**config.mk**
```make
export PLATFORM = sky130hd
export DESIGN_NAME = temperature_window_statistics
export DESIGN_NICKNAME = d
export VERILOG_FILES = /design/src/rtl/twst_pkg.sv /design/src/rtl/temperature_window_statistics.sv
export SDC_FILE = /design/constraint.sdc
export NUM_CORES = 2
export LEC_CHECK = 0
export BUFFER_PORTS_ARGS = -buffer_cell sky130_fd_sc_hd__buf_2
export CAP_MARGIN = 20
export CORE_ASPECT_RATIO = 1.2
export CORE_MARGIN = 8
export CORE_UTILIZATION = 65
export CTS_CLUSTER_SIZE = 30
export DETAILED_ROUTE_END_ITERATION = 12
export GPL_ROUTABILITY_DRIVEN = 1
export GPL_TIMING_DRIVEN = 1
export PLACE_DENSITY = 0.81
export SKIP_CTS_REPAIR_TIMING = 1
export SLEW_MARGIN = 20
export SYNTH_ARGS = -nofsm -noshare
export SYNTH_HDL_FRONTEND = slang
export SYNTH_SLANG_ARGS = --single-unit
```
**constraint.sdc**
```tcl
create_clock -name clk_i -period 6.2 [get_ports clk_i]
set_input_delay 0.31 -clock clk_i [delete_from_list [all_inputs] [get_ports clk_i]]
set_output_delay 0.31 -clock clk_i [all_outputs]
set_load 0.03 [all_outputs]
```
**src/rtl/twst_pkg.sv**
```systemverilog
package twst_pkg;

  // Temperature values are 1/256 degree units
  localparam int unsigned TEMP_W       = 17;
  localparam int unsigned ADC_W        = 10;
  localparam int unsigned SCALE_FACTOR = 125;
  localparam int unsigned MIN_RESET    = 32000;

  // Window default depth
  localparam int unsigned WINDOW_LEN_DEF = 60;

  // Configuration registers
  localparam int unsigned CFG_IDX_W  = 1;
  localparam int unsigned CFG_DATA_W = 8;
  localparam logic [CFG_IDX_W-1:0] REG_DISPLAY_MODE     = 1'd0;
  localparam logic [CFG_IDX_W-1:0] REG_TICKS_PER_SAMPLE = 1'd1;

  localparam int unsigned MODE_W = 4;
  localparam int unsigned TICK_W = 8;
  localparam logic [MODE_W-1:0] MODE_RESET  = 4'd1;
  localparam logic [TICK_W-1:0] TICKS_RESET = 8'd62;

  // Display modes; any other code shows the average
  localparam logic [MODE_W-1:0] DISP_CURRENT = 4'd1;
  localparam logic [MODE_W-1:0] DISP_MAX     = 4'd2;
  localparam logic [MODE_W-1:0] DISP_MIN     = 4'd3;

  // Request kinds
  localparam logic REQ_TICK   = 1'b0;
  localparam logic REQ_SAMPLE = 1'b1;

  // Stream widths
  localparam int unsigned IN_DATA_W  = 16;
  localparam int unsigned OUT_DATA_W = 88;
  localparam int unsigned OUT_USER_W = 2;

  typedef enum logic [1:0] {
    ST_IDLE,
    ST_UPDATE,
    ST_DIV,
    ST_DONE
  } twst_state_e;

endpackage

```
**src/rtl/temperature_window_statistics.sv**
```systemverilog
// Channel   | Dir | tdata                                          | tuser
// s_axis    | in  | [9:0] adc_sample, [15:10] zero                 | [0] req_type
// m_axis    | out | [16:0] current_temp, [33:17] max_temp,         | [0] sample_taken,
//           |     | [50:34] min_temp, [67:51] avg_temp,            | [1] display_due
//           |     | [84:68] shown_value, [87:85] zero              |
// cfg       | in  | cfg_we_i, cfg_index_i (0 display_mode, 1 ticks_per_sample), cfg_wdata_i
//
// A tick or an ignored sample goes from the idle state straight to the done state.
// A taken sample passes through the update and divide states first; the mean comes
// from a restoring divider that retires one quotient bit per cycle.
// The input is ready only in the idle state; a finished result waits in the
// output register while the next item is taken in.
// Reset (rst_ni low) clears counters, armed and valid flags and statistics, but sets the
// minimum to MIN_RESET; window entries are undefined until written and used only when full.
module temperature_window_statistics #(
  parameter int unsigned WINDOW_LEN = twst_pkg::WINDOW_LEN_DEF
) (
  input  logic                                  clk_i,
  input  logic                                  rst_ni,
  // [9:0] adc_sample, [15:10] zero
  input  logic [twst_pkg::IN_DATA_W-1:0]        s_axis_tdata_i,
  // [0] req_type
  input  logic                                  s_axis_tuser_i,
  input  logic                                  s_axis_tvalid_i,
  output logic                                  s_axis_tready_o,
  // [16:0] current, [33:17] max, [50:34] min, [67:51] avg, [84:68] shown
  output logic [twst_pkg::OUT_DATA_W-1:0]       m_axis_tdata_o,
  // [0] sample_taken, [1] display_due
  output logic [twst_pkg::OUT_USER_W-1:0]       m_axis_tuser_o,
  output logic                                  m_axis_tvalid_o,
  input  logic                                  m_axis_tready_i,
  input  logic                                  cfg_we_i,
  input  logic [twst_pkg::CFG_IDX_W-1:0]        cfg_index_i,
  input  logic [twst_pkg::CFG_DATA_W-1:0]       cfg_wdata_i
);

  localparam int unsigned TEMP_W = twst_pkg::TEMP_W;
  localparam int unsigned POS_W  = (WINDOW_LEN > 1) ? $clog2(WINDOW_LEN) : 1;
  localparam int unsigned CNT_W  = $clog2(WINDOW_LEN + 1);
  localparam int unsigned SUM_W  = TEMP_W + CNT_W;
  localparam int unsigned DIV_W  = $clog2(SUM_W);
  localparam int unsigned PAD_W  = twst_pkg::OUT_DATA_W - 5 * TEMP_W;

  twst_pkg::twst_state_e state_q, state_d;

  logic [twst_pkg::MODE_W-1:0] mode_q;
  logic [twst_pkg::TICK_W-1:0] tps_q;
  logic [twst_pkg::TICK_W-1:0] tick_q;
  logic                        armed_q;
  logic [POS_W-1:0]            wpos_q;
  logic [CNT_W-1:0]            cnt_q;
  logic [SUM_W-1:0]            sum_q;
  logic [TEMP_W-1:0]           cur_q, max_q, min_q, avg_q;

  logic [TEMP_W-1:0]           mem_q [WINDOW_LEN];
  logic [TEMP_W-1:0]           rd_q;
  logic [TEMP_W-1:0]           temp_q;
  logic                        taken_q, due_q;

  logic [SUM_W-1:0]            quo_q;
  logic [CNT_W-1:0]            rem_q;
  logic [DIV_W-1:0]            div_cnt_q;

  logic                        out_valid_q;
  logic [TEMP_W-1:0]           o_cur_q, o_max_q, o_min_q, o_avg_q, o_shown_q;
  logic [1:0]                  o_flags_q;

  // Control outputs of the sequencer
  logic in_ready, mem_we, div_last, out_load;

  logic                        accept, is_sample, take;
  logic [twst_pkg::TICK_W-1:0] tick_inc;
  logic                        fire;
  logic [TEMP_W-1:0]           temp_in;
  logic                        full;
  logic [SUM_W-1:0]            sum_new;
  logic [CNT_W:0]              rem_sh, rem_sub;
  logic                        rem_ge;
  logic [CNT_W-1:0]            rem_next;
  logic [SUM_W-1:0]            quo_next;
  logic [TEMP_W-1:0]           shown;

  // Input side decode
  assign accept    = s_axis_tvalid_i & s_axis_tready_o;
  assign is_sample = (s_axis_tuser_i == twst_pkg::REQ_SAMPLE);
  assign take      = accept & is_sample & armed_q;
  assign tick_inc  = tick_q + 1'b1;
  assign fire      = (tick_inc >= tps_q);
  assign temp_in   = TEMP_W'(s_axis_tdata_i[twst_pkg::ADC_W-1:0])
                   * TEMP_W'(twst_pkg::SCALE_FACTOR);

  // Window sum update: drop the oldest entry once the ring is full
  assign full    = (cnt_q == CNT_W'(WINDOW_LEN));
  assign sum_new = sum_q - (full ? SUM_W'(rd_q) : '0) + SUM_W'(temp_q);

  // Restoring divider step, one quotient bit per cycle
  assign rem_sh   = {rem_q, quo_q[SUM_W-1]};
  assign rem_sub  = rem_sh - {1'b0, cnt_q};
  assign rem_ge   = (rem_sh >= {1'b0, cnt_q});
  assign rem_next = rem_ge ? rem_sub[CNT_W-1:0] : rem_sh[CNT_W-1:0];
  assign quo_next = {quo_q[SUM_W-2:0], rem_ge};

  // Display selection
  always_comb begin
    unique case (mode_q)
      twst_pkg::DISP_CURRENT: shown = cur_q;
      twst_pkg::DISP_MAX:     shown = max_q;
      twst_pkg::DISP_MIN:     shown = min_q;
      default:                shown = avg_q;
    endcase
  end

  // Next state
  always_comb begin
    state_d = state_q;
    unique case (state_q)
      twst_pkg::ST_IDLE: begin
        if (accept) state_d = take ? twst_pkg::ST_UPDATE : twst_pkg::ST_DONE;
      end
      twst_pkg::ST_UPDATE: state_d = twst_pkg::ST_DIV;
      twst_pkg::ST_DIV: begin
        if (div_cnt_q == '0) state_d = twst_pkg::ST_DONE;
      end
      twst_pkg::ST_DONE: begin
        if (!out_valid_q || m_axis_tready_i) state_d = twst_pkg::ST_IDLE;
      end
      default: state_d = twst_pkg::ST_IDLE;
    endcase
  end

  // Sequencer outputs
  always_comb begin
    in_ready = 1'b0;
    mem_we   = 1'b0;
    div_last = 1'b0;
    out_load = 1'b0;
    unique case (state_q)
      twst_pkg::ST_IDLE:   in_ready = 1'b1;
      twst_pkg::ST_UPDATE: mem_we   = 1'b1;
      twst_pkg::ST_DIV:    div_last = (div_cnt_q == '0);
      twst_pkg::ST_DONE:   out_load = !out_valid_q || m_axis_tready_i;
      default:   ;
    endcase
  end

  assign s_axis_tready_o = in_ready;

  // Control and statistics registers
  always_ff @(posedge clk_i or negedge rst_ni) begin
    if (!rst_ni) begin
      state_q     <= twst_pkg::ST_IDLE;
      mode_q      <= twst_pkg::MODE_RESET;
      tps_q       <= twst_pkg::TICKS_RESET;
      tick_q      <= '0;
      armed_q     <= 1'b0;
      wpos_q      <= '0;
      cnt_q       <= '0;
      sum_q       <= '0;
      cur_q       <= '0;
      max_q       <= '0;
      min_q       <= TEMP_W'(twst_pkg::MIN_RESET);
      avg_q       <= '0;
      out_valid_q <= 1'b0;
    end else begin
      state_q <= state_d;
      // Configuration writes
      if (cfg_we_i) begin
        unique case (cfg_index_i)
          twst_pkg::REG_DISPLAY_MODE:     mode_q <= cfg_wdata_i[twst_pkg::MODE_W-1:0];
          twst_pkg::REG_TICKS_PER_SAMPLE: tps_q  <= cfg_wdata_i[twst_pkg::TICK_W-1:0];
          default: ;
        endcase
      end
      // Tick counting and arming
      if (accept && !is_sample) begin
        if (fire) begin
          tick_q  <= '0;
          armed_q <= 1'b1;
        end else begin
          tick_q <= tick_inc;
        end
      end
      if (take) armed_q <= 1'b0;
      // Statistics update; min and max tested independently
      if (mem_we) begin
        cur_q <= temp_q;
        if (temp_q < min_q) min_q <= temp_q;
        if (temp_q > max_q) max_q <= temp_q;
        sum_q <= sum_new;
        if (!full) cnt_q <= cnt_q + 1'b1;
        wpos_q <= (wpos_q == POS_W'(WINDOW_LEN - 1)) ? '0 : wpos_q + 1'b1;
      end
      if (div_last) avg_q <= quo_next[TEMP_W-1:0];
      // Output register handshake
      if (out_load) begin
        out_valid_q <= 1'b1;
      end else if (m_axis_tready_i) begin
        out_valid_q <= 1'b0;
      end
    end
  end

  // Datapath registers without reset
  always_ff @(posedge clk_i) begin
    if (accept) begin
      temp_q  <= temp_in;
      taken_q <= take;
      due_q   <= !is_sample && fire;
    end
    if (mem_we) begin
      quo_q     <= sum_new;
      rem_q     <= '0;
      div_cnt_q <= DIV_W'(SUM_W - 1);
    end else if (state_q == twst_pkg::ST_DIV) begin
      quo_q     <= quo_next;
      rem_q     <= rem_next;
      div_cnt_q <= div_cnt_q - 1'b1;
    end
    if (out_load) begin
      o_cur_q   <= cur_q;
      o_max_q   <= max_q;
      o_min_q   <= min_q;
      o_avg_q   <= avg_q;
      o_shown_q <= shown;
      o_flags_q <= {due_q, taken_q};
    end
  end

  // Window ring: registered read of the entry about to be replaced
  always_ff @(posedge clk_i) begin
    rd_q <= mem_q[wpos_q];
    if (mem_we) mem_q[wpos_q] <= temp_q;
  end

  assign m_axis_tvalid_o = out_valid_q;
  assign m_axis_tuser_o  = o_flags_q;
  assign m_axis_tdata_o  = {{PAD_W{1'b0}}, o_shown_q, o_avg_q, o_min_q, o_max_q, o_cur_q};

  // Fill count never passes the window depth
  a_cnt_bound: assert property (@(posedge clk_i) disable iff (!rst_ni)
    cnt_q <= CNT_W'(WINDOW_LEN))
    else $error("fill count beyond window depth");

  // Write position stays inside the ring
  a_pos_bound: assert property (@(posedge clk_i) disable iff (!rst_ni)
    wpos_q <= POS_W'(WINDOW_LEN - 1))
    else $error("write position outside window");

  // Once a sample was taken, minimum never exceeds maximum
  a_min_max: assert property (@(posedge clk_i) disable iff (!rst_ni)
    (cnt_q != '0) |-> (min_q <= max_q))
    else $error("minimum above maximum");

  // Mean lies between minimum and maximum when the divider is done
  a_avg_range: assert property (@(posedge clk_i) disable iff (!rst_ni)
    (state_q == twst_pkg::ST_IDLE && cnt_q != '0) |->
      (avg_q <= max_q && avg_q >= min_q))
    else $error("mean outside min/max range");

  // A taken sample always runs through the update step next
  a_take_update: assert property (@(posedge clk_i) disable iff (!rst_ni)
    take |=> (state_q == twst_pkg::ST_UPDATE))
    else $error("taken sample skipped update");

endmodule

```
=== After elaboration in Yosys (flattened, before gate mapping) ===
Memories as Yosys holds them, arrays and structs flattened. A register that Yosys moved wholly into a read port is not among the register bits.
Index checks and enable logic that the tools add are counted.

* $add $sub $neg: 7
* $mul: 1
* Magnitude comparators: 4
* Equal/unequal tests: 11
* Multiplexer cells: 23
* Bitwise operators: 5
* Reduce and logical (&&, ||, !) cells: 18

{| class="wikitable"
|+ Operators by type and width
! cell !! count
|-
| 17-bit case mux with 3 select lines || 1
|-
| 23-bit 2-to-1 mux || 2
|-
| 23-bit by 17-bit adder with 23-bit output || 1
|-
| 23-bit by 17-bit subtractor with 23-bit output || 1
|-
| 17-bit > comparator || 1
|-
| 17-bit less-than comparator || 1
|-
| 10-bit by 7-bit multiplier with 17-bit output, second input constant || 1
|-
| 17-bit 2-to-1 mux || 1
|-
| 6-bit by 1-bit adder with 6-bit output, second input constant || 2
|-
| 6-bit equality test, second input constant || 2
|-
| 6-bit 2-to-1 mux || 2
|-
| 2-bit AND reduction || 6
|-
| 1-bit 2-to-1 mux || 11
|-
| 8-bit by 1-bit adder with 8-bit output, second input constant || 1
|-
| 4-bit by 2-bit equality test with 1-bit output, second input constant || 2
|-
| 8-bit >= comparator || 1
|-
| 2-bit 2-to-1 mux || 4
|-
| 8-bit 2-to-1 mux || 1
|-
| 2-bit case mux with 4 select lines || 1
|-
| 2-bit nonzero test || 4
|-
| 7-bit by 6-bit >= comparator with 1-bit output || 1
|-
| 2-bit != test, second input constant || 3
|-
| 6-bit subtractor || 1
|-
| 5-bit logical NOT || 1
|-
| 11 further kinds || 17
|}

* Register bits: 267
* Bits in writable memories: 1020
* Input bits: 31
* Output and inout port bits: 92
* Memories kept: 1

{| class="wikitable"
|+ Memory list
! memory !! words !! bits a word !! rd ports !! clocked after Yosys merged registers in !! wr ports !! RTL line !! source
|-
| mem_q || 60 || 17 || 1 || 1 || 1 || temperature_window_statistics.sv:55 || <nowiki>logic [TEMP_W-1:0] mem_q [WINDOW_LEN];</nowiki>
|}

=== Depth between registers and ports, before layout ===
* Depth in word-level cells: 8
* Mapped depth: 17
* Gate-level depth less buffers: 15

=== Least setup slack after synthesis ===
No wires, ideal clock.

* Path kind: input to register
* Start point: in s_axis_tdata_i[5] (netlist name)
* End point: reg temp_q[14] (data pin)
* Setup time: 0.258 ns
* Arrival time: 3.741 ns
* Path slack: 2.201 ns
* Cell stages on the path: 13
* Buffers on the path: 0
* Cell sequence: inv_1 -> fa_1 -> fa_1 -> fa_1 -> fa_1 -> inv_1 -> ha_1 -> or3_1 -> o21ai_0 -> nor2_1 -> o221ai_1 -> nor2b_1 -> xnor2_1

* Word-level cells in the longest chain between the ends: 1

{| class="wikitable"
|+ RTL lines
! what !! RTL line !! source
|-
| from (decl) || temperature_window_statistics.sv:21 || <nowiki>input logic [twst_pkg::IN_DATA_W-1:0] s_axis_tdata_i,</nowiki>
|-
| 10-bit by 7-bit multiplier with 17-bit output || temperature_window_statistics.sv:90 || <nowiki>* TEMP_W'(twst_pkg::SCALE_FACTOR);</nowiki>
|-
| via temp_in[14] || temperature_window_statistics.sv:74 || <nowiki>logic [TEMP_W-1:0] temp_in;</nowiki>
|-
| to (signal assigned) || temperature_window_statistics.sv:206 || <nowiki>temp_q <= temp_in;</nowiki>
|-
| to (decl) || temperature_window_statistics.sv:57 || <nowiki>logic [TEMP_W-1:0] temp_q;</nowiki>
|}

The timed path passes the listed nets, and every way through them passes these cells.
A chain may end at the register's enable or synchronous reset.

=== Worst setup path in the final report ===
* Start point: reg cnt_q[3]
* End point: reg quo_q[19] (data pin)

* Word-level cells in the longest chain between the ends: 5

{| class="wikitable"
|+ RTL lines
! what !! RTL line !! source
|-
| from (decl) || temperature_window_statistics.sv:51 || <nowiki>logic [CNT_W-1:0] cnt_q;</nowiki>
|-
| from (signal assigned) || temperature_window_statistics.sv:190 || <nowiki>if (!full) cnt_q <= cnt_q + 1'b1;</nowiki>
|-
| 6-bit equality test || temperature_window_statistics.sv:93 || <nowiki>assign full = (cnt_q == CNT_W'(WINDOW_LEN));</nowiki>
|-
| 17-bit 2-to-1 mux || temperature_window_statistics.sv:94 || <nowiki>assign sum_new = sum_q - (full ? SUM_W'(rd_q) : '0) + SUM_W'(temp_q);</nowiki>
|-
| 23-bit by 17-bit subtractor with 23-bit output || temperature_window_statistics.sv:94 ||
|-
| 23-bit by 17-bit adder with 23-bit output || temperature_window_statistics.sv:94 ||
|-
| 23-bit 2-to-1 mux || temperature_window_statistics.sv:210 || <nowiki>if (mem_we) begin</nowiki>
|-
| to (signal assigned) || temperature_window_statistics.sv:211 || <nowiki>quo_q <= sum_new;</nowiki>
|-
| to (signal assigned) || temperature_window_statistics.sv:215 || <nowiki>quo_q <= quo_next;</nowiki>
|-
| to (decl) || temperature_window_statistics.sv:60 || <nowiki>logic [SUM_W-1:0] quo_q;</nowiki>
|}

Every way passes these cells.

==> out/metrics.yaml <==
worst_setup_path:
  cp_max_fo: 18
  slowest_delay_ns: 0.58
  slowest_stage: "and3_1"
  crit_cells: 14
  worstSetupEndpointType: "flip-flop"
  worstSetupPathType: "flip-flop to flip-flop"
  critPathRequiredTime_ns: 6.64
  path_delay_family: "simple AND/OR/NAND/NOR gates"
  start_kind: "flip-flop"
  critPathBufInv: 2
  worst-r2r-cell-count: 14
  crit_chain: "inv_1, nor3_1, and3_1, and2_1, fa_1, inv_1, ha_1, a211oi_1, o21ai_0, a31oi_1, nor4_1, a21oi_1, nor3_1, or3b_2"
  crit_arrival_ns: 5.03
layout:
  final_nets: 3877
  syn_to_final_growth_pct: 11.4
  final_cells: 4908
  drive_above_1_share_pct: 18.2
sta:
  worst_slew_pin_slew_ns: 1.19
  max_clock_freq_mhz: 218
  setup_tns_ns: 0
  maxSlewViolCount: 0
  hold_ws_ns: 0.0280
  rsz0062_at_grt: "false"
  final-setup-viol-count: 0
  setup_ws_ns: 1.62
  hold_viol: 0
  max-slew-margin-rel_pct: 20.7
  period_share_pct: 73.9
  clock_skew_ns: 0.0456
  final.min_clock_period_ns: 4.58
min_path:
  hold_class: "input pin to flip-flop"
  hold_depth: 2
cts:
  cts_buffer_depth: 3
  cts.sinks: 1304
  cts_root_buf: "clkbuf_16"
  clk_pin_slew_ns: 0.07
  cts_tree: "done"
  cts_buffers: 118
  clock_latency_ns: 0.72
  h-tree-depth: 3
logic_synthesis:
  synth-adder-area-share_pct: 4.51
  synth_edf_count: 1149
  avgSynthCellArea_um2: 15.8
  ys_types: 82
  yosys_warnings: 0
  synth_ff_type: "edfxtp_1"
  synthXorXnorAreaFrac_pct: 0.657
  synth_top_family_by_area: "multiplexers"
  ys_seq_elements: 1304
  async_flop_share_pct: 9.74
  synth.mux.area_fraction_pct: 9.27
  ys_seq_area_share_pct: 70.0
  synth_compound_area_share_pct: 8.31
  yosys.area_share.simple_pct: 4.25
  syn-cell-area_um2: 54700
  netlist_instances: 3466
die:
  ioPinCount: 123
  start_util_pct: 65.6
  row_count: 116
  core_um2: 83300
  chipHeight_um: 334
  dieArea_um2: 93700
  die_w_um: 281
global_routing:
  grt_pass1_wl_um: 217000
  grt_pass1_vias: 33500
  grt_overflow: 0
  grt_max_degree: 77
  antenna_found_initial: 10
  grt_usage_pct: 31.6
power_and_ir_drop:
  vdd_drop_max_mv: 0.358
  power_density_nw_per_um2: 513
  totalPowerFinal_mw: 31.2
  p_leak_nw: 21.7
placement:
  gp_congestion: 0.976
  dp_hpwl_um: 93300
  io_buffer_count: 113
  place_ws_ns: 1.68
  dp_cells: 4664
run_status:
  status: "finished clean"
detailed_routing:
  wl_um: 149000
  ant_nets: 0
  avgRoutedWirePerCell_um: 30.4
  dr.first_iter.drc_count: 4542
  num_vias: 33100
  dr.pass1.iters: 7
  drc_errors: 0
  vias_per_cell: 6.75
flow_run:
  maxCapViolations: 0
[cell families (layout without fill, tap and decap cells)]
logic type                 Yosys count  count (layout)
AOI/OAI and AO/OA                  679             679
xor gates and xnor gates            41              41
adders and majority gates          169             169
buffers and inverters              382             693
DFF                               1304            1304
muxes                              371             371
other                                1              11
and+or+nand+nor                    519             519
[cell usage after synthesis, types with 15 or more instances]
cell type | n | area share (%)
a211oi_1 | 22 | 0.30
a21o_1 | 25 | 0.34
a21oi_1 | 153 | 1.4
a221oi_1 | 91 | 1.5
a22o_1 | 29 | 0.46
a22oi_1 | 43 | 0.59
a31oi_1 | 19 | 0.22
and2_1 | 27 | 0.31
buf_2 | 54 | 0.49
buf_4 | 30 | 0.41
clkbuf_1 | 76 | 0.52
dfrtp_1 | 115 | 5.3
dfxtp_1 | 28 | 1.0
edfxtp_1 | 1149 | 63
fa_1 | 47 | 1.7
ha_1 | 122 | 2.8
inv_1 | 202 | 1.4
mux2_2 | 128 | 2.6
mux2i_1 | 146 | 2.7
mux4_2 | 95 | 3.9
nand2_1 | 154 | 1.1
nand2b_1 | 19 | 0.22
nand3_1 | 24 | 0.22
nor2_1 | 205 | 1.4
nor2b_1 | 15 | 0.17
nor3_1 | 19 | 0.17
o21ai_0 | 142 | 1.3
o22ai_1 | 50 | 0.57
xnor2_1 | 30 | 0.48
[registers in the layout, summed over array words and instances, names as in the netlist, 4 cells and up]
signal	flops
o_cur_q	17
mode_q	4
o_max_q	17
temp_q	17
o_avg_q	17
cur_q	17
avg_q	17
cnt_q	6
quo_q	23
o_min_q	17
sum_q	23
tps_q	8
tick_q	8
div_cnt_q	5
o_shown_q	17
mem_q	1020
rem_q	6
rd_q	17
max_q	17
min_q	17
wpos_q	6
[per-layer routing]
metal  global-route usage [%]  wire length (um)
met1                     37.3             48400
met2                     50.3             70000
met3                     8.63             18500
met4                     22.0             12200
met5                        0                55
[power breakdown]
| group | internal [mW] | total [mW] | switching [mW] |
|---|---|---|---|
| registers | 11.4 | 12.2 | 0.823 |
| clock network | 4.02 | 7.21 | 3.20 |
| logic | 3.99 | 11.8 | 7.85 |
[worst paths after layout]
path	from	end	slack [ns]
hold / removal	s_axis_tdata_i[2]	temp_q[2]	0.03
hold reg to reg	taken_q	m_axis_tuser_o[0]	0.42
max in group asynchronous	rst_ni	sum_q[7]	4.64
setup reg to reg	cnt_q[3]	quo_q[19]	1.62
setup / recovery	cnt_q[3]	quo_q[19]	1.62
min in group asynchronous	rst_ni	tick_q[2]	0.21
[cells in the final DEF, fill, tap and decap left out, drive strengths merged, types with 14 or more instances in the layout]
master     n
edfxtp  1149
buf      254
nor2     206
inv      206
nand2    154
a21oi    154
mux2i    146
clkbuf   146
o21ai    143
mux2     130
ha       122
dfrtp    115
mux4      95
a221oi    91
clkinv    54
o22ai     50
fa        47
a22oi     43
xnor2     30
a22o      29
dfxtp     28
and2      28
a21o      25
nand3     24
a211oi    22
nor3      19
a31oi     19
nand2b    19
nor2b     15
o211ai    14
[area by class of cell]
class	count	area [um2]
clock inverter	77	682
fill	4942	22400
antenna	8	20.0
tap	1121	1400
multi-input combinational	1782	14800
sequential	1304	38300
inverter	203	763
timing repair buffer	268	1790
clock buffer	145	3140
[stage by stage]
step / utilization (%) / instance area, um2
2_1_floorplan: - / 54700
3_3_place_gp: 68.3 / 56900
3_5_place_dp: 68.3 / 56900
4_1_cts: 72.9 / 60700
5_1_grt: 73.1 / 60900
6_report: 73.1 / 60900
No activity file was read; power rests on OpenSTA's default activity.
